### config.mk
export PLATFORM = sky130hd
export DESIGN_NAME = circular_record_queue_search
export DESIGN_NICKNAME = d
export VERILOG_FILES = /design/src/hdl/crqs_pkg.sv /design/src/hdl/crqs_store.sv /design/src/hdl/circular_record_queue_search.sv
export SDC_FILE = /design/constraint.sdc
export NUM_CORES = 1
export LEC_CHECK = 0
export BUFFER_PORTS_ARGS = -buffer_cell sky130_fd_sc_hd__buf_2
export CORE_UTILIZATION = 55
export CTS_CLUSTER_DIAMETER = 30
export DETAILED_ROUTE_END_ITERATION = 16
export GPL_TIMING_DRIVEN = 0
export PLACE_DENSITY = 0.75
export SETUP_SLACK_MARGIN = 0.15
export SLEW_MARGIN = 20
export SYNTH_ARGS = -nofsm -noshare
export SYNTH_HDL_FRONTEND = slang
export SYNTH_SLANG_ARGS = --single-unit
### constraint.sdc
create_clock -name clk -period 5.7 [get_ports clk]
set_input_delay 0.57 -clock clk [delete_from_list [all_inputs] [get_ports clk]]
set_output_delay 0.57 -clock clk [all_outputs]
set_load 0.01 [all_outputs]
### src/hdl/crqs_pkg.sv
// Shared types and constants for the circular record queue with key search.
// Holds the queue depth, derived widths, opcodes, status codes and the record layout.
// Used by crqs_store and circular_record_queue_search; depends on nothing.
`default_nettype none

package crqs_pkg;

    // Queue geometry.
    localparam int DEPTH  = 8;
    localparam int ADDR_W = (DEPTH > 1) ? $clog2(DEPTH) : 1;
    localparam int CNT_W  = $clog2(DEPTH + 1);

    // Field widths.
    localparam int OP_W    = 2;
    localparam int ST_W    = 2;
    localparam int KEY_W   = 16;
    localparam int CLS_W   = 8;
    localparam int GRADE_W = 7;

    localparam logic [CNT_W-1:0]   DEPTH_CNT = CNT_W'(DEPTH);
    localparam logic [ADDR_W-1:0]  LAST_SLOT = ADDR_W'(DEPTH - 1);
    localparam logic [GRADE_W-1:0] GRADE_MAX = 7'd100;

    typedef enum logic [OP_W-1:0] {
        OP_ENQ = 2'd0,
        OP_DEQ = 2'd1,
        OP_SEQ = 2'd2,
        OP_BIN = 2'd3
    } op_t;

    typedef enum logic [ST_W-1:0] {
        ST_OK       = 2'd0,
        ST_FULL     = 2'd1,
        ST_EMPTY    = 2'd2,
        ST_NOTFOUND = 2'd3
    } status_t;

    // One stored record, without its removed mark.
    typedef struct packed {
        logic [KEY_W-1:0]   key;
        logic [CLS_W-1:0]   cls;
        logic [GRADE_W-1:0] grade;
    } rec_t;

    // Access request from the controller to the record store.
    typedef struct packed {
        logic              rec_we;
        logic              mark_we;
        logic [ADDR_W-1:0] waddr;
        rec_t              wrec;
        logic              wmark;
        logic [ADDR_W-1:0] raddr;
    } mem_req_t;

endpackage

`default_nettype wire

### src/hdl/crqs_store.sv
// Record store of the queue: a record memory and a removed-mark memory.
// One write port each, one shared read address, read data registered.
// Depends on crqs_pkg.
`default_nettype none

module crqs_store (
    input  wire logic              clk,
    input  wire crqs_pkg::mem_req_t req,
    output crqs_pkg::rec_t         rd_rec,
    output logic                   rd_mark
);

    crqs_pkg::rec_t rec_mem  [crqs_pkg::DEPTH];
    logic           mark_mem [crqs_pkg::DEPTH];

    // Record memory: write at the tail, registered read.
    always_ff @(posedge clk)
    begin
        if (req.rec_we)
        begin
            rec_mem[req.waddr] <= req.wrec;
        end
        rd_rec <= rec_mem[req.raddr];
    end

    // Removed marks: cleared on enqueue, set on dequeue, registered read.
    always_ff @(posedge clk)
    begin
        if (req.mark_we)
        begin
            mark_mem[req.waddr] <= req.wmark;
        end
        rd_mark <= mark_mem[req.raddr];
    end

endmodule

`default_nettype wire

### src/hdl/circular_record_queue_search.sv
// Circular record queue with sequential and binary key search.
// Enqueue and dequeue: result registered the cycle after the request.
// Sequential search: one memory read a cycle for each entry visited.
// Binary search: one bisection step per memory read.
// One request is in work at a time; the single read port of the store sets the search rate.
// Reset clears head, tail, count and handshake state; stored records are undefined until written.
`default_nettype none

module circular_record_queue_search (
    input  wire logic                          clk,
    input  wire logic                          rst_n,
    input  wire logic                          in_valid,
    output logic                               in_stall,
    input  wire logic [crqs_pkg::OP_W-1:0]     opcode,
    input  wire logic [crqs_pkg::KEY_W-1:0]    key_in,
    input  wire logic [crqs_pkg::CLS_W-1:0]    class_in,
    input  wire logic [crqs_pkg::GRADE_W-1:0]  grade_in,
    output logic                               out_valid,
    input  wire logic                          out_stall,
    output logic [crqs_pkg::ST_W-1:0]          status,
    output logic [crqs_pkg::KEY_W-1:0]         key_out,
    output logic [crqs_pkg::CLS_W-1:0]         class_out,
    output logic [crqs_pkg::GRADE_W-1:0]       grade_out,
    output logic                               removed_out
);

    typedef enum logic [1:0] {
        S_IDLE,
        S_SEARCH,
        S_DONE
    } state_t;

    state_t                         state_reg, state_next;
    logic [crqs_pkg::ADDR_W-1:0]    head_reg, head_next;
    logic [crqs_pkg::ADDR_W-1:0]    tail_reg, tail_next;
    logic [crqs_pkg::CNT_W-1:0]     count_reg, count_next;
    logic [crqs_pkg::ADDR_W-1:0]    idx_reg, idx_next;
    logic [crqs_pkg::CNT_W-1:0]     lo_reg, lo_next;
    logic [crqs_pkg::CNT_W-1:0]     hiex_reg, hiex_next;
    logic [crqs_pkg::KEY_W-1:0]     key_reg, key_next;
    crqs_pkg::op_t                  op_reg, op_next;
    crqs_pkg::status_t              res_status_reg, res_status_next;
    crqs_pkg::rec_t                 res_rec_reg, res_rec_next;
    logic                           res_mark_reg, res_mark_next;
    logic                           out_valid_reg, out_valid_next;
    crqs_pkg::status_t              out_status_reg, out_status_next;
    crqs_pkg::rec_t                 out_rec_reg, out_rec_next;
    logic                           out_mark_reg, out_mark_next;

    crqs_pkg::mem_req_t             mem_req;
    crqs_pkg::rec_t                 rd_rec;
    logic                           rd_mark;

    logic                           accept;
    logic                           out_free;
    logic [crqs_pkg::CNT_W-1:0]     seq_next_idx;
    logic [crqs_pkg::CNT_W-1:0]     bin_lo;
    logic [crqs_pkg::CNT_W-1:0]     bin_hiex;
    logic [crqs_pkg::CNT_W:0]       ring_sum;
    logic [crqs_pkg::ADDR_W-1:0]    ring_end;

    // Slot index plus one, wrapping at the last slot.
    function automatic logic [crqs_pkg::ADDR_W-1:0] inc_wrap(
        input logic [crqs_pkg::ADDR_W-1:0] a
    );
        if (a == crqs_pkg::LAST_SLOT)
        begin
            return '0;
        end
        return a + crqs_pkg::ADDR_W'(1);
    endfunction

    // Midpoint of the live range [lo, hiex), valid while lo < hiex.
    function automatic logic [crqs_pkg::ADDR_W-1:0] mid_of(
        input logic [crqs_pkg::CNT_W-1:0] lo,
        input logic [crqs_pkg::CNT_W-1:0] hiex
    );
        logic [crqs_pkg::CNT_W:0] s;
        s = {1'b0, lo} + {1'b0, hiex} - (crqs_pkg::CNT_W + 1)'(1);
        return crqs_pkg::ADDR_W'(s >> 1);
    endfunction

    crqs_store u_store (
        .clk     (clk),
        .req     (mem_req),
        .rd_rec  (rd_rec),
        .rd_mark (rd_mark)
    );

    // Handshake: one request at a time, and only when the result register can take it.
    assign out_free = !out_valid_reg || !out_stall;
    assign in_stall = (state_reg != S_IDLE) || !out_free;
    assign accept   = in_valid && !in_stall;

    // Search step helpers.
    assign seq_next_idx = crqs_pkg::CNT_W'(idx_reg) + crqs_pkg::CNT_W'(1);

    always_comb
    begin
        bin_lo   = lo_reg;
        bin_hiex = hiex_reg;
        if (key_reg < rd_rec.key)
        begin
            bin_hiex = crqs_pkg::CNT_W'(idx_reg);
        end
        else
        begin
            bin_lo = crqs_pkg::CNT_W'(idx_reg) + crqs_pkg::CNT_W'(1);
        end
    end

    // Controller: queue pointers, search walk and result staging.
    always_comb
    begin
        state_next      = state_reg;
        head_next       = head_reg;
        tail_next       = tail_reg;
        count_next      = count_reg;
        idx_next        = idx_reg;
        lo_next         = lo_reg;
        hiex_next       = hiex_reg;
        key_next        = key_reg;
        op_next         = op_reg;
        res_status_next = res_status_reg;
        res_rec_next    = res_rec_reg;
        res_mark_next   = res_mark_reg;
        out_valid_next  = out_valid_reg && out_stall;
        out_status_next = out_status_reg;
        out_rec_next    = out_rec_reg;
        out_mark_next   = out_mark_reg;

        mem_req         = '0;
        mem_req.raddr   = idx_reg;

        case (state_reg)
            S_IDLE:
            begin
                if (accept)
                begin
                    out_rec_next  = '0;
                    out_mark_next = 1'b0;
                    case (crqs_pkg::op_t'(opcode))
                        crqs_pkg::OP_ENQ:
                        begin
                            out_valid_next = 1'b1;
                            if (count_reg == crqs_pkg::DEPTH_CNT)
                            begin
                                out_status_next = crqs_pkg::ST_FULL;
                            end
                            else
                            begin
                                mem_req.rec_we     = 1'b1;
                                mem_req.mark_we    = 1'b1;
                                mem_req.waddr      = tail_reg;
                                mem_req.wrec.key   = key_in;
                                mem_req.wrec.cls   = class_in;
                                mem_req.wrec.grade = (grade_in > crqs_pkg::GRADE_MAX) ?
                                                     crqs_pkg::GRADE_MAX : grade_in;
                                mem_req.wmark      = 1'b0;
                                tail_next          = inc_wrap(tail_reg);
                                count_next         = count_reg + crqs_pkg::CNT_W'(1);
                                out_status_next    = crqs_pkg::ST_OK;
                            end
                        end
                        crqs_pkg::OP_DEQ:
                        begin
                            out_valid_next = 1'b1;
                            if (count_reg == '0)
                            begin
                                out_status_next = crqs_pkg::ST_EMPTY;
                            end
                            else
                            begin
                                mem_req.mark_we = 1'b1;
                                mem_req.waddr   = head_reg;
                                mem_req.wmark   = 1'b1;
                                head_next       = inc_wrap(head_reg);
                                count_next      = count_reg - crqs_pkg::CNT_W'(1);
                                out_status_next = crqs_pkg::ST_OK;
                            end
                        end
                        crqs_pkg::OP_SEQ:
                        begin
                            if (count_reg == '0)
                            begin
                                out_valid_next  = 1'b1;
                                out_status_next = crqs_pkg::ST_EMPTY;
                            end
                            else
                            begin
                                mem_req.raddr = '0;
                                idx_next      = '0;
                                key_next      = key_in;
                                op_next       = crqs_pkg::OP_SEQ;
                                state_next    = S_SEARCH;
                            end
                        end
                        crqs_pkg::OP_BIN:
                        begin
                            if (tail_reg == '0)
                            begin
                                out_valid_next  = 1'b1;
                                out_status_next = crqs_pkg::ST_EMPTY;
                            end
                            else
                            begin
                                lo_next       = '0;
                                hiex_next     = crqs_pkg::CNT_W'(tail_reg);
                                mem_req.raddr = mid_of('0, crqs_pkg::CNT_W'(tail_reg));
                                idx_next      = mid_of('0, crqs_pkg::CNT_W'(tail_reg));
                                key_next      = key_in;
                                op_next       = crqs_pkg::OP_BIN;
                                state_next    = S_SEARCH;
                            end
                        end
                        default:
                        begin
                            out_valid_next  = 1'b1;
                            out_status_next = crqs_pkg::ST_EMPTY;
                        end
                    endcase
                end
            end

            // Read data holds the entry at idx_reg; compare and issue the next read.
            S_SEARCH:
            begin
                if (rd_rec.key == key_reg)
                begin
                    res_status_next = crqs_pkg::ST_OK;
                    res_rec_next    = rd_rec;
                    res_mark_next   = rd_mark;
                    state_next      = S_DONE;
                end
                else if (op_reg == crqs_pkg::OP_SEQ)
                begin
                    if (seq_next_idx < count_reg)
                    begin
                        idx_next      = crqs_pkg::ADDR_W'(seq_next_idx);
                        mem_req.raddr = crqs_pkg::ADDR_W'(seq_next_idx);
                    end
                    else
                    begin
                        res_status_next = crqs_pkg::ST_NOTFOUND;
                        res_rec_next    = '0;
                        res_mark_next   = 1'b0;
                        state_next      = S_DONE;
                    end
                end
                else
                begin
                    lo_next   = bin_lo;
                    hiex_next = bin_hiex;
                    if (bin_lo < bin_hiex)
                    begin
                        idx_next      = mid_of(bin_lo, bin_hiex);
                        mem_req.raddr = mid_of(bin_lo, bin_hiex);
                    end
                    else
                    begin
                        res_status_next = crqs_pkg::ST_NOTFOUND;
                        res_rec_next    = '0;
                        res_mark_next   = 1'b0;
                        state_next      = S_DONE;
                    end
                end
            end

            // Hand the search result to the output register once it is free.
            S_DONE:
            begin
                if (out_free)
                begin
                    out_valid_next  = 1'b1;
                    out_status_next = res_status_reg;
                    out_rec_next    = res_rec_reg;
                    out_mark_next   = res_mark_reg;
                    state_next      = S_IDLE;
                end
            end

            default:
            begin
                state_next = S_IDLE;
            end
        endcase
    end

    // State and registered outputs.
    always_ff @(posedge clk or negedge rst_n)
    begin
        if (!rst_n)
        begin
            state_reg      <= S_IDLE;
            head_reg       <= '0;
            tail_reg       <= '0;
            count_reg      <= '0;
            idx_reg        <= '0;
            lo_reg         <= '0;
            hiex_reg       <= '0;
            key_reg        <= '0;
            op_reg         <= crqs_pkg::OP_ENQ;
            res_status_reg <= crqs_pkg::ST_OK;
            res_rec_reg    <= '0;
            res_mark_reg   <= 1'b0;
            out_valid_reg  <= 1'b0;
            out_status_reg <= crqs_pkg::ST_OK;
            out_rec_reg    <= '0;
            out_mark_reg   <= 1'b0;
        end
        else
        begin
            state_reg      <= state_next;
            head_reg       <= head_next;
            tail_reg       <= tail_next;
            count_reg      <= count_next;
            idx_reg        <= idx_next;
            lo_reg         <= lo_next;
            hiex_reg       <= hiex_next;
            key_reg        <= key_next;
            op_reg         <= op_next;
            res_status_reg <= res_status_next;
            res_rec_reg    <= res_rec_next;
            res_mark_reg   <= res_mark_next;
            out_valid_reg  <= out_valid_next;
            out_status_reg <= out_status_next;
            out_rec_reg    <= out_rec_next;
            out_mark_reg   <= out_mark_next;
        end
    end

    // Output ports.
    assign out_valid   = out_valid_reg;
    assign status      = out_status_reg;
    assign key_out     = out_rec_reg.key;
    assign class_out   = out_rec_reg.cls;
    assign grade_out   = out_rec_reg.grade;
    assign removed_out = out_mark_reg;

    // Expected tail: head advanced by the entry count, wrapping.
    always_comb
    begin
        ring_sum = (crqs_pkg::CNT_W + 1)'(head_reg) + (crqs_pkg::CNT_W + 1)'(count_reg);
        if (ring_sum >= (crqs_pkg::CNT_W + 1)'(crqs_pkg::DEPTH))
        begin
            ring_sum = ring_sum - (crqs_pkg::CNT_W + 1)'(crqs_pkg::DEPTH);
        end
        ring_end = crqs_pkg::ADDR_W'(ring_sum);
    end

    // The entry count never exceeds the queue depth.
    a_count_bound: assert property (@(posedge clk) disable iff (!rst_n)
        count_reg <= crqs_pkg::DEPTH_CNT)
        else $error("entry count above queue depth");

    // Head, tail and count stay consistent around the ring.
    a_ring_consistent: assert property (@(posedge clk) disable iff (!rst_n)
        tail_reg == ring_end)
        else $error("tail does not match head plus count");

    // An enqueue request on a queue with room adds exactly one entry.
    a_enq_count: assert property (@(posedge clk) disable iff (!rst_n)
        (accept && opcode == crqs_pkg::OP_ENQ && count_reg != crqs_pkg::DEPTH_CNT)
        |=> (count_reg == $past(count_reg) + crqs_pkg::CNT_W'(1)))
        else $error("enqueue did not add one entry");

    // A finished search result is handed to the output register once that register is free.
    a_done_no_loss: assert property (@(posedge clk) disable iff (!rst_n)
        (state_reg == S_DONE && out_free) |=> (out_valid_reg && state_reg == S_IDLE))
        else $error("search result not handed to output");

endmodule

`default_nettype wire
==> results of run 1 <==
-- routing by layer --
metal	track usage, %	vias up	wire length, um
li1	-	4714	-
met1	33.3	5241	16600
met2	44.1	417	19700
met3	5.40	121	2430
met4	10.3	0	1290
met5	0	-	0
-- how the worst max path moves through the flow --
stage	from	to	slack [ns]	depth (start not counted)
6_report	u_store.rd_rec[30]$_DFF_P_	u_store.rd_rec[25]$_DFF_P_	0.38	18
5_1_grt	u_store.rd_rec[30]$_DFF_P_	u_store.rd_mark$_DFF_P_	0.14	20
4_1_cts	u_store.rd_rec[30]$_DFF_P_	u_store.rd_rec[14]$_DFF_P_	0.15	18
3_5_place_dp	u_store.rd_rec[30]$_DFF_P_	u_store.rd_rec[10]$_DFF_P_	0.04	18
3_3_place_gp	out_stall	u_store.rec_mem[1][26]$_DFFE_PP_	-3.05	6
2_1_floorplan	opcode[1]	u_store.rec_mem[1][0]$_DFFE_PP_	0.67	5
-- cell type report --
cell class / instances / area share, %
clock inverter: 43 / 3.01
sequential: 397 / 52.8
inverter: 38 / 0.682
timing repair buffer: 92 / 2.95
clock buffer: 103 / 10.4
multi-input combinational: 673 / 25.4
tap: 390 / 2.33
buffer: 54 / 2.34
-- cells in the mapped netlist (6+ instances only) --
library cell	instances	area, um2
ha_1	34	425
edfxtp_1	256	7690
nor4_1	6	37.5
mux2i_1	190	1900
mux2_2	49	552
a21oi_1	20	100
o21ai_0	14	70.1
and3_1	31	194
a22o_1	34	298
buf_12	15	300
nand2b_1	8	50.1
inv_1	37	139
nand2_1	100	375
clkbuf_1	29	109
nand3_1	43	215
dfrtp_1	109	2730
dfxtp_1	32	641
nor3_1	10	50.1
nor2_1	35	131
-- stage by stage --
stage	cell area (um2)	util, %	setup TNS, ns	std cells	hold WS [ns]
floorplan	16900	-	0	1162	0.274
global placement	17800	59.3	-147.33	1623	0.436
detailed placement	18100	60.3	0	1643	0.444
CTS	20900	69.7	0	1790	0.259
global route	20900	69.9	0	1790	0.257
finish	20900	69.9	0	1790	0.254
-- timing repair --
item / in CTS / in global routing
pin swaps: 0 / 1
hold buffers: 1 / 0
hold endpoints to repair: 31 / 0
endpoints found under the setup margin: 50 / 55
gates resized for setup: 1 / 8
gates cloned: 0 / 0
-- power groups by stage --
| stage | logic (mW) | clock network [mW] | registers (mW) |
|---|---|---|---|
| after floorplan | 4.05 | 0 | 3.59 |
| after global placement | 5.09 | 0 | 3.67 |
| after detailed placement | 5.21 | 0 | 3.68 |
| after CTS | 5.32 | 4.83 | 3.64 |
| after global routing | 5.72 | 4.98 | 3.67 |
| final | 5.36 | 4.80 | 3.64 |
-- tightest hold or removal path, delay by kind of cell --
kind            cells  cell delay [ns]
compound gates      1             0.06
buf+inv             1             0.10
simple gates        1             0.05
-- cells by family after synthesis --
kind of cell / share of synthesized area (%)
DFF: 65.3
and+or+nand+nor: 7.86
muxes: 14.6
AOI/OAI and AO/OA: 5.35
buffers and inverters: 3.70
adders and majority gates: 2.75
xor gates and xnor gates: 0.362
==> results.py, run 1 <==
metrics = {
    "outcome": {
        "status": "finished clean",
    },
    "grt": {
        "overflow": 0,
        "grt_max_degree": 59,
        "grt_pass1_wl_mm": 60.9,
        "grt_pass1_vias": 10800,
        "antenna_found_initial": 0,
        "track_usage_pct": 26.2,
    },
    "finish": {
        "nFillCells": 1933,
        "largest_reg_flops": 248,
        "drive_gt1_share_pct": 23.2,
        "syn2layout_area_growth_pct": 23.7,
        "layout_common_cells": "256 x edfxtp_1, 190 x mux2i_1, 109 x dfrtp_1, 100 x nand2_1, 80 x clkbuf_16",
        "multi_input_area_um2": 5330,
        "final_common_cell": "edfxtp_1",
        "num_antenna_cells": 0,
        "final_nets": 1407,
        "regArea_um2": 11100,
    },
    "timing": {
        "skew_ns": 0.0152,
        "setup_viol": 0,
        "slew_viol_final": 0,
        "fin_crit_sh_pct": 93.3,
        "fin_crit_ns": 5.32,
        "hold_viol": 0,
        "fmax_ghz": 0.188,
        "tightest_slew_ns": 1.08,
        "fin_ws_ns": 0.380,
        "relSlewSlack_pct": 27.2,
        "rsz0062_at_grt": "no",
    },
    "placed_design": {
        "io_buffers": 71,
        "dpl_worst_slack_ns": 0.0390,
        "hpwl_mm": 25.0,
        "place_congestion": 0.888,
    },
    "drt": {
        "avgViaCountPerCell": 5.86,
        "vias": 10500,
        "wl_mm": 40.1,
        "drc": 0,
        "ant_nets": 0,
        "drtIter0Drc": 976,
        "drt_pass1_iterations": 5,
        "wl_per_cell_um": 22.4,
    },
    "setup_path": {
        "cp_cell_sequence": "inv_1 > ha_1 > nand4_2 > nor2_1 > nor4_4 > and3_1 > buf_2 > mux2_2 > ha_1 > and2_1 > or4_4 > a311oi_2 > and3_4 > nor4_1 > a211oi_2 > buf_2 > clkbuf_4 > mux2_2",
        "r2r_end": "u_store.rd_rec[25]$_DFF_P_",
        "worst_ep_required_time_ns": 6.15,
        "path_class": "reg -> reg",
        "cpPeakStageDelay_ns": 0.44,
        "r2r_start": "u_store.rd_rec[30]$_DFF_P_",
        "cp_max_fo": 10,
        "end_kind": "flip-flop",
        "rr_worst_depth": 18,
        "path_delay_family": "simple AND/OR/NAND/NOR gates",
        "cp-start-kind": "flip-flop",
        "critPathSlowestCell": "or4_4",
        "crit_arrival_ns": 5.77,
        "cp_num_buf_inv": 4,
        "r2r_slack_ns": 0.38,
    },
    "logic_synthesis": {
        "netlist_instances": 1162,
        "syn_avg_cell_area_um2": 14.6,
        "synth_area_um2": 16900,
        "yosysWarningCount": 0,
        "ys_types": 70,
        "ys_seq_area_share_pct": 65.3,
        "ys_ff_latch": 397,
        "async_reset_ff_share_pct": 27.5,
        "synth_nets": 1235,
        "synth_edf_count": 256,
        "ys.flop_type": "edfxtp_1",
    },
    "pwr": {
        "p_int_mw": 9.20,
        "power_density_nw_per_um2": 660,
        "p_leak_nw": 8.99,
        "power_frac_seq_pct": 26.4,
        "p_clk_share_pct": 34.8,
        "p_sw_mw": 4.61,
        "p_comb_share_pct": 38.8,
        "power_mw": 13.8,
        "ir_drop_mv": 0.433,
        "switching_share_pct": 33.4,
    },
    "cts": {
        "numCtsBuffers": 78,
        "post_cts_buffers": 0,
        "cts_root_buf": "clkbuf_16",
        "clk_latency_ns": 0.57,
        "htree_levels": 3,
        "cts_sinks": 397,
        "cts_tree": "yes",
        "cts_buffer_depth": 3,
        "path_clk_slew_ns": 0.05,
    },
    "floorplanning": {
        "die_y_um": 177,
        "rows": 63,
        "core_area_um2": 30000,
        "start_util_pct": 56.5,
        "die_x_um": 177,
        "die_area_um2": 31500,
        "ios": 73,
    },
    "run": {
        "maxCapViolCount": 0,
    },
    "min_path": {
        "hold-path-cell-count": 3,
        "hold_class": "in -> reg",
        "holdPathEnd": "key_reg[0]$_DFFE_PN0P_",
        "holdCritStartpoint": "key_in[0]",
    },
}
Note: power is estimated with default switching activity, not from simulation.
==> run 2: changes to the inputs <==
--- a/config.mk
+++ b/config.mk
@@ -6,13 +6,14 @@
 export NUM_CORES = 1
 export LEC_CHECK = 0
 export BUFFER_PORTS_ARGS = -buffer_cell sky130_fd_sc_hd__buf_2
-export CORE_UTILIZATION = 55
+export CORE_UTILIZATION = 61
 export CTS_CLUSTER_DIAMETER = 30
 export DETAILED_ROUTE_END_ITERATION = 16
 export GPL_TIMING_DRIVEN = 0
-export PLACE_DENSITY = 0.75
+export PLACE_DENSITY = 0.82
 export SETUP_SLACK_MARGIN = 0.15
 export SLEW_MARGIN = 20
 export SYNTH_ARGS = -nofsm -noshare
 export SYNTH_HDL_FRONTEND = slang
+export SYNTH_HIERARCHICAL = 1
 export SYNTH_SLANG_ARGS = --single-unit
==> constraint.sdc (replaced) <==
create_clock -name clk -period 5.8 [get_ports clk]
set_input_delay 0.58 -clock clk [delete_from_list [all_inputs] [get_ports clk]]
set_output_delay 0.58 -clock clk [all_outputs]
set_load 0.01 [all_outputs]
==> run 2 against run 1 <==
  * Wire length grew 1.0%
  * Critical path type unchanged
  * Setup slack got worse by 0.071 ns
  * Synthesized area is 4.5% lower
  * Maximum frequency down 3.1%
==> results.py, run 2 <==
metrics = {
    "outcome": {
        "status": "finished clean",
    },
    "grt": {
        "grt_pass1_vias": 10100,
        "grt_pass1_wl_mm": 60.5,
        "track_usage_pct": 31.0,
        "antenna_found_initial": 1,
        "overflow": 0,
        "grt_max_degree": 78,
    },
    "floorplanning": {
        "die_y_um": 165,
        "die_x_um": 165,
        "ios": 73,
        "start_util_pct": 62.0,
        "rows": 59,
        "core_area_um2": 26100,
        "die_area_um2": 27100,
    },
    "finish": {
        "nFillCells": 1352,
        "syn2layout_area_growth_pct": 22.0,
        "drive_gt1_share_pct": 27.7,
        "num_antenna_cells": 0,
        "fin_cells": 1499,
        "final_common_cell": "edfxtp_1",
        "largest_reg_flops": 248,
        "layout_common_cells": "256 x edfxtp_1, 109 x dfrtp_1, 75 x buf_2, 69 x clkbuf_16, 67 x a22o_1",
        "final_nets": 1181,
    },
    "setup_path": {
        "cp_max_fo": 10,
        "worst_ep_required_time_ns": 6.25,
        "cp_cell_sequence": "ha_1 > a21oi_1 > o21ai_0 > a221oi_2 > nand3_2 > clkbuf_4 > mux2_2 > ha_1 > ha_1 > inv_1 > fa_1 > xnor2_1 > xnor2_1 > a2111oi_1 > nor3_1 > clkbuf_2 > buf_2 > mux4_2 > mux2_2",
        "cp-start-kind": "flip-flop",
        "r2r_end": "u_store/rd_rec[21]$_DFF_P_",
        "cp_num_buf_inv": 4,
        "crit_arrival_ns": 5.94,
        "rr_worst_depth": 19,
        "crit_top_cell": "ha_1",
        "path_delay_family": "compound AO/OA/AOI/OAI gates",
        "end_kind": "flip-flop",
        "path_class": "reg -> reg",
        "cpPeakStageDelay_ns": 0.46,
        "r2r_start": "key_reg[7]$_DFFE_PN0P_",
        "r2r_slack_ns": 0.31,
        "critPathSlowestCell": "a221oi_2",
    },
    "placed_design": {
        "place_congestion": 0.875,
        "hpwl_mm": 23.4,
        "io_buffers": 71,
        "dp_cells": 1371,
        "dpl_worst_slack_ns": -0.0734,
    },
    "drt": {
        "ant_nets": 0,
        "vias": 9902,
        "wl_per_cell_um": 27.0,
        "avgViaCountPerCell": 6.61,
        "drt_pass1_iterations": 5,
        "wl_mm": 40.5,
        "drc": 0,
        "drtIter0Drc": 1210,
    },
    "min_path": {
        "hold_class": "in -> reg",
        "holdCritStartpoint": "key_in[10]",
        "hold-path-cell-count": 2,
        "holdPathEnd": "key_reg[10]$_DFFE_PN0P_",
    },
    "cts": {
        "htree_levels": 3,
        "cts_root_buf": "clkbuf_16",
        "cts_buffer_depth": 3,
        "path_clk_slew_ns": 0.06,
        "cts_tree": "yes",
        "clk_latency_ns": 0.58,
        "numCtsBuffers": 68,
        "cts_sinks": 397,
    },
    "timing": {
        "setup_viol": 0,
        "rsz0062_at_grt": "no",
        "fin_crit_ns": 5.49,
        "slew_viol_final": 0,
        "fin_tns_setup_ns": 0,
        "tightest_slew_ns": 1.03,
        "fmax_ghz": 0.182,
        "fin_crit_sh_pct": 94.7,
        "skew_ns": 0.0169,
        "fin_ws_ns": 0.309,
        "relSlewSlack_pct": 31.1,
        "hold_viol": 0,
    },
    "logic_synthesis": {
        "yosysTopAreaCellShare_pct": 47.6,
        "synth.top_cells.by_area": "edfxtp_1 48%, dfrtp_1 17%, mux4_1 6.5%",
        "yosysTopAreaCell": "edfxtp_1",
        "ys_seq_area_share_pct": 68.4,
        "ys_types": 57,
        "netlist_instances": 948,
        "synth_commonest_cells": "256 x edfxtp_1, 109 x dfrtp_1, 67 x a22o_1, 51 x mux2_2, 40 x mux4_1",
        "yosysWarningCount": 6,
        "yosysMostFrequentCell": "edfxtp_1",
        "ys_ff_latch": 397,
        "synth_edf_count": 256,
        "async_reset_ff_share_pct": 27.5,
        "synth_area_um2": 16200,
        "syn_avg_cell_area_um2": 17.0,
        "synth_nets": 1021,
        "ys.flop_type": "edfxtp_1",
    },
    "pwr": {
        "power_frac_seq_pct": 30.0,
        "ir_drop_mv": 0.670,
        "p_leak_nw": 7.88,
        "power_mw": 11.9,
        "switching_share_pct": 33.2,
        "p_comb_share_pct": 35.0,
        "power_density_nw_per_um2": 601,
        "p_int_mw": 7.92,
        "p_clk_share_pct": 35.0,
        "p_sw_mw": 3.93,
    },
    "run": {
        "maxCapViolCount": 0,
    },
}
[run 2: cell count changes in the layout (fill, tap and decap cells not counted), sizes merged, moves of 9 or more]
cell,delta
nand3,-38
clkbuf,-24
mux4,+64
mux2i,-184
nor3,+9
a22o,+33
nand2,-65
[run 2: how the worst max path moves through the flow]
stage	from	endpoint	slack, ns	cells after the start
CTS	key_reg[11]$_DFFE_PN0P_	u_store/rd_rec[21]$_DFF_P_	0.16	19
global placement	opcode[1]	u_store/rec_mem[2][5]$_DFFE_PP_	-1.56	7
floorplan	key_reg[14]$_DFFE_PN0P_	u_store/rd_rec[0]$_DFF_P_	1.12	19
detailed placement	u_store/rd_rec[26]$_DFF_P_	u_store/rd_rec[23]$_DFF_P_	-0.07	20
finish	key_reg[7]$_DFFE_PN0P_	u_store/rd_rec[21]$_DFF_P_	0.31	19
global route	u_store/rd_rec[22]$_DFF_P_	u_store/rd_rec[21]$_DFF_P_	0.14	20
[run 2: timing repair]
item	CTS	global route
cloned	0	0
setup buffers	0	1
pin swaps	0	2
resized for setup	3	8
setup endpoints to repair	32	32
hold buffers	1	0
hold endpoints to repair	32	0
[run 2: cells by family after synthesis]
logic type | count (synthesis) | synth area share, %
AOI/OAI and AO/OA | 147 | 6.90
muxes | 121 | 13.8
adders and majority gates | 36 | 2.88
xor gates and xnor gates | 8 | 0.434
and+or+nand+nor | 159 | 5.13
buffers and inverters | 80 | 2.47
DFF | 397 | 68.4
[run 2: per-stage QoR]
| step | utilization [%] | hold WS, ns | area (um2) |
|---|---|---|---|
| after floorplan | - | 0.284 | 16200 |
| after global placement | 65.0 | 0.438 | 16900 |
| after detailed placement | 66.2 | 0.442 | 17200 |
| after CTS | 75.6 | 0.264 | 19700 |
| after global routing | 75.7 | 0.265 | 19700 |
| final | 75.7 | 0.272 | 19700 |
[run 2: final cells by class]
type / instances / area (um2) / share of cell area, %
sequential: 397 / 11100 / 56.1
buffer: 45 / 278 / 1.41
multi-input combinational: 471 / 4780 / 24.2
tap: 335 / 419 / 2.13
clock inverter: 42 / 553 / 2.80
clock buffer: 84 / 1870 / 9.50
timing repair buffer: 90 / 632 / 3.20
inverter: 35 / 131 / 0.666
[run 2: power by group through the flow]
| stage | logic [mW] | registers (mW) | clock network [mW] |
|---|---|---|---|
| 2_1_floorplan | 2.98 | 3.52 | 0 |
| 3_3_place_gp | 3.77 | 3.58 | 0 |
| 3_5_place_dp | 3.92 | 3.58 | 0 |
| 4_1_cts | 4.07 | 3.55 | 4.18 |
| 5_1_grt | 4.40 | 3.58 | 4.32 |
| 6_report | 4.15 | 3.56 | 4.15 |
[run 2: per-layer routing]
layer / vias up / track usage (%) / share of wire (%)
met5: - / 0 / 0.044
met4: 2 / 14.6 / 3.9
met3: 138 / 7.01 / 8.2
met2: 610 / 50.4 / 50
met1: 5051 / 40.0 / 38
li1: 4101 / - / -
==> run 3: changes to the inputs <==
--- a/config.mk
+++ b/config.mk
@@ -15,5 +15,4 @@
 export SLEW_MARGIN = 20
 export SYNTH_ARGS = -nofsm -noshare
 export SYNTH_HDL_FRONTEND = slang
-export SYNTH_HIERARCHICAL = 1
 export SYNTH_SLANG_ARGS = --single-unit
==> run 3 against run 2 <==
  * Global-route usage is 0.55 points lower
  * Maximum frequency rose by 1.1%
  * Non-clock buffer count grew 14
  * Clock skew is 0.0036 ns higher
  * Sequential share of layout area down 3.2 points
  * Combinational power is 29% higher
  * First-iteration DRC count is 11% lower
  * Critical path type unchanged
  * Die area increased by 4.6%
==> results.py, run 3 (synthesis gave the netlist of run 1 again) <==
metrics = {
    "drt": {
        "avgViaCountPerCell": 6.09,
        "ant_nets": 0,
        "drc": 0,
        "drtIter0Drc": 1078,
        "wl_mm": 41.6,
        "wl_per_cell_um": 23.4,
        "drt_pass1_iterations": 5,
        "vias": 10800,
    },
    "finish": {
        "syn2layout_area_growth_pct": 23.6,
        "final_util_pct": 77.1,
        "layout_common_cells": "256 x edfxtp_1, 190 x mux2i_1, 109 x dfrtp_1, 100 x nand2_1, 82 x clkbuf_16",
        "nFillCells": 1479,
        "num_antenna_cells": 0,
        "largest_reg_flops": 248,
        "fin_cells": 1778,
        "final_common_cell": "edfxtp_1",
        "drive_gt1_share_pct": 23.8,
        "final_nets": 1413,
    },
    "floorplanning": {
        "die_x_um": 169,
        "core_area_um2": 27100,
        "die_area_um2": 28400,
        "start_util_pct": 62.4,
        "rows": 60,
        "die_y_um": 169,
        "ios": 73,
    },
    "placed_design": {
        "io_buffers": 71,
        "place_congestion": 0.901,
        "dpl_worst_slack_ns": 0.164,
        "dp_cells": 1628,
        "hpwl_mm": 25.0,
    },
    "cts": {
        "numCtsBuffers": 81,
        "clk_latency_ns": 0.57,
        "htree_levels": 3,
        "cts_root_buf": "clkbuf_16",
        "cts_buffer_depth": 3,
        "cts_tree": "yes",
        "cts_sinks": 397,
        "post_cts_buffers": 0,
        "path_clk_slew_ns": 0.05,
    },
    "setup_path": {
        "worst_ep_required_time_ns": 6.29,
        "critPathSlowestCell": "buf_1",
        "crit_top_cell": "ha_1",
        "rr_worst_depth": 17,
        "cp_num_buf_inv": 2,
        "cp_max_fo": 10,
        "end_kind": "flip-flop",
        "cp_num_cells": 17,
        "path_class": "reg -> reg",
        "path_delay_family": "simple AND/OR/NAND/NOR gates",
        "crit_arrival_ns": 5.93,
        "cp-start-kind": "flip-flop",
        "cp_cell_sequence": "ha_1 > nand4_2 > nor2_1 > nor4_2 > and3_1 > clkbuf_2 > mux2_2 > ha_1 > and2_1 > or4_4 > a311oi_2 > and3_4 > or3_4 > o211ai_1 > nand2_1 > buf_1 > a22o_1",
        "cpPeakStageDelay_ns": 0.54,
    },
    "pwr": {
        "ir_drop_mv": 0.464,
        "power_mw": 13.5,
        "power_density_nw_per_um2": 646,
        "p_leak_nw": 8.97,
    },
    "grt": {
        "grt_pass1_vias": 11200,
        "grt_pass1_wl_mm": 64.4,
        "overflow": 0,
        "grt_max_degree": 67,
        "track_usage_pct": 30.5,
        "antenna_found_initial": 0,
    },
    "timing": {
        "relSlewSlack_pct": 27.1,
        "hold_viol": 0,
        "setup_viol": 0,
        "fin_tns_setup_ns": 0,
        "fmax_ghz": 0.184,
        "skew_ns": 0.0205,
        "fin_crit_ns": 5.43,
        "fin_crit_sh_pct": 93.7,
        "fin_ws_ns": 0.368,
        "slew_viol_final": 0,
        "tightest_slew_ns": 1.09,
        "rsz0062_at_grt": "no",
    },
    "min_path": {
        "hold_class": "in -> reg",
        "hold-path-cell-count": 2,
    },
    "run": {
        "maxCapViolCount": 0,
    },
    "outcome": {
        "status": "finished clean",
    },
}
-- run 3: changes by cell type in the layout (fill, tap and decap cells not counted), moves of 8 or more --
cell        change
nand2_1        +66
buf_6          -10
mux4_1         -40
clkbuf_8        -8
clkbuf_16      +13
nand3_1        +39
clkinvlp_4      +9
clkbuf_1        +9
a22o_1         -33
nor3_1          -8
mux4_2         -24
mux2i_1       +184
clkinv_2        +9
buf_12         +10
-- run 3: power breakdown --
group,internal (mW),switching (mW),leakage (nW)
clock,3.06,1.51,1.30
sequential,3.35,0.237,4.06
combinational,2.46,2.89,3.61
total,8.86,4.64,8.97
-- run 3: cell type report --
class | instances | area (um2) | area share (%)
clock buffers | 93 | 2100 | 10.1
inverters | 38 | 143 | 0.682
well taps | 372 | 465 | 2.23
multi-input cells | 673 | 5310 | 25.4
flip-flops and latches | 397 | 11100 | 52.9
plain buffers | 54 | 493 | 2.36
clock inverters | 56 | 622 | 2.97
repair buffers | 95 | 713 | 3.41
-- run 3: path summary, 6_finish.rpt --
check | start | to | slack (ns)
max | key_reg[13]$_DFFE_PN0P_ | res_rec_reg[9]$_DFFE_PN0P_ | 0.37
min | key_in[3] | key_reg[3]$_DFFE_PN0P_ | 0.28
max reg2reg | key_reg[13]$_DFFE_PN0P_ | res_rec_reg[9]$_DFFE_PN0P_ | 0.37
min reg2reg | grade_out[4]$_DFFE_PN0P_ | grade_out[4]$_DFFE_PN0P_ | 0.46
max in group asynchronous | rst_n | key_reg[9]$_DFFE_PN0P_ | 4.53
min in group asynchronous | rst_n | res_rec_reg[7]$_DFFE_PN0P_ | 0.52
-- run 3: repair_timing --
item,4_1_cts,5_1_grt
endpoints found under the setup margin,51,62
gates resized for setup,2,9
endpoints found under the hold margin,43,0
hold buffers,1,0
-- run 3: stage by stage --
stage               area [um2]  hold WS, ns
detailed placement       18100        0.443
CTS                      20900        0.277
finish                   20900        0.282
floorplan                16900        0.284
global route             20900        0.276
global placement         17700        0.435
-- run 3: layer usage --
metal  up-vias  global-route usage, %  share of wire, %
met3       143                   5.38               7.3
met2       552                   52.4                50
met1      5413                   38.2                39
met4         0                   13.0               3.5
met5         -                      0                 0
li1       4721                      -                 -
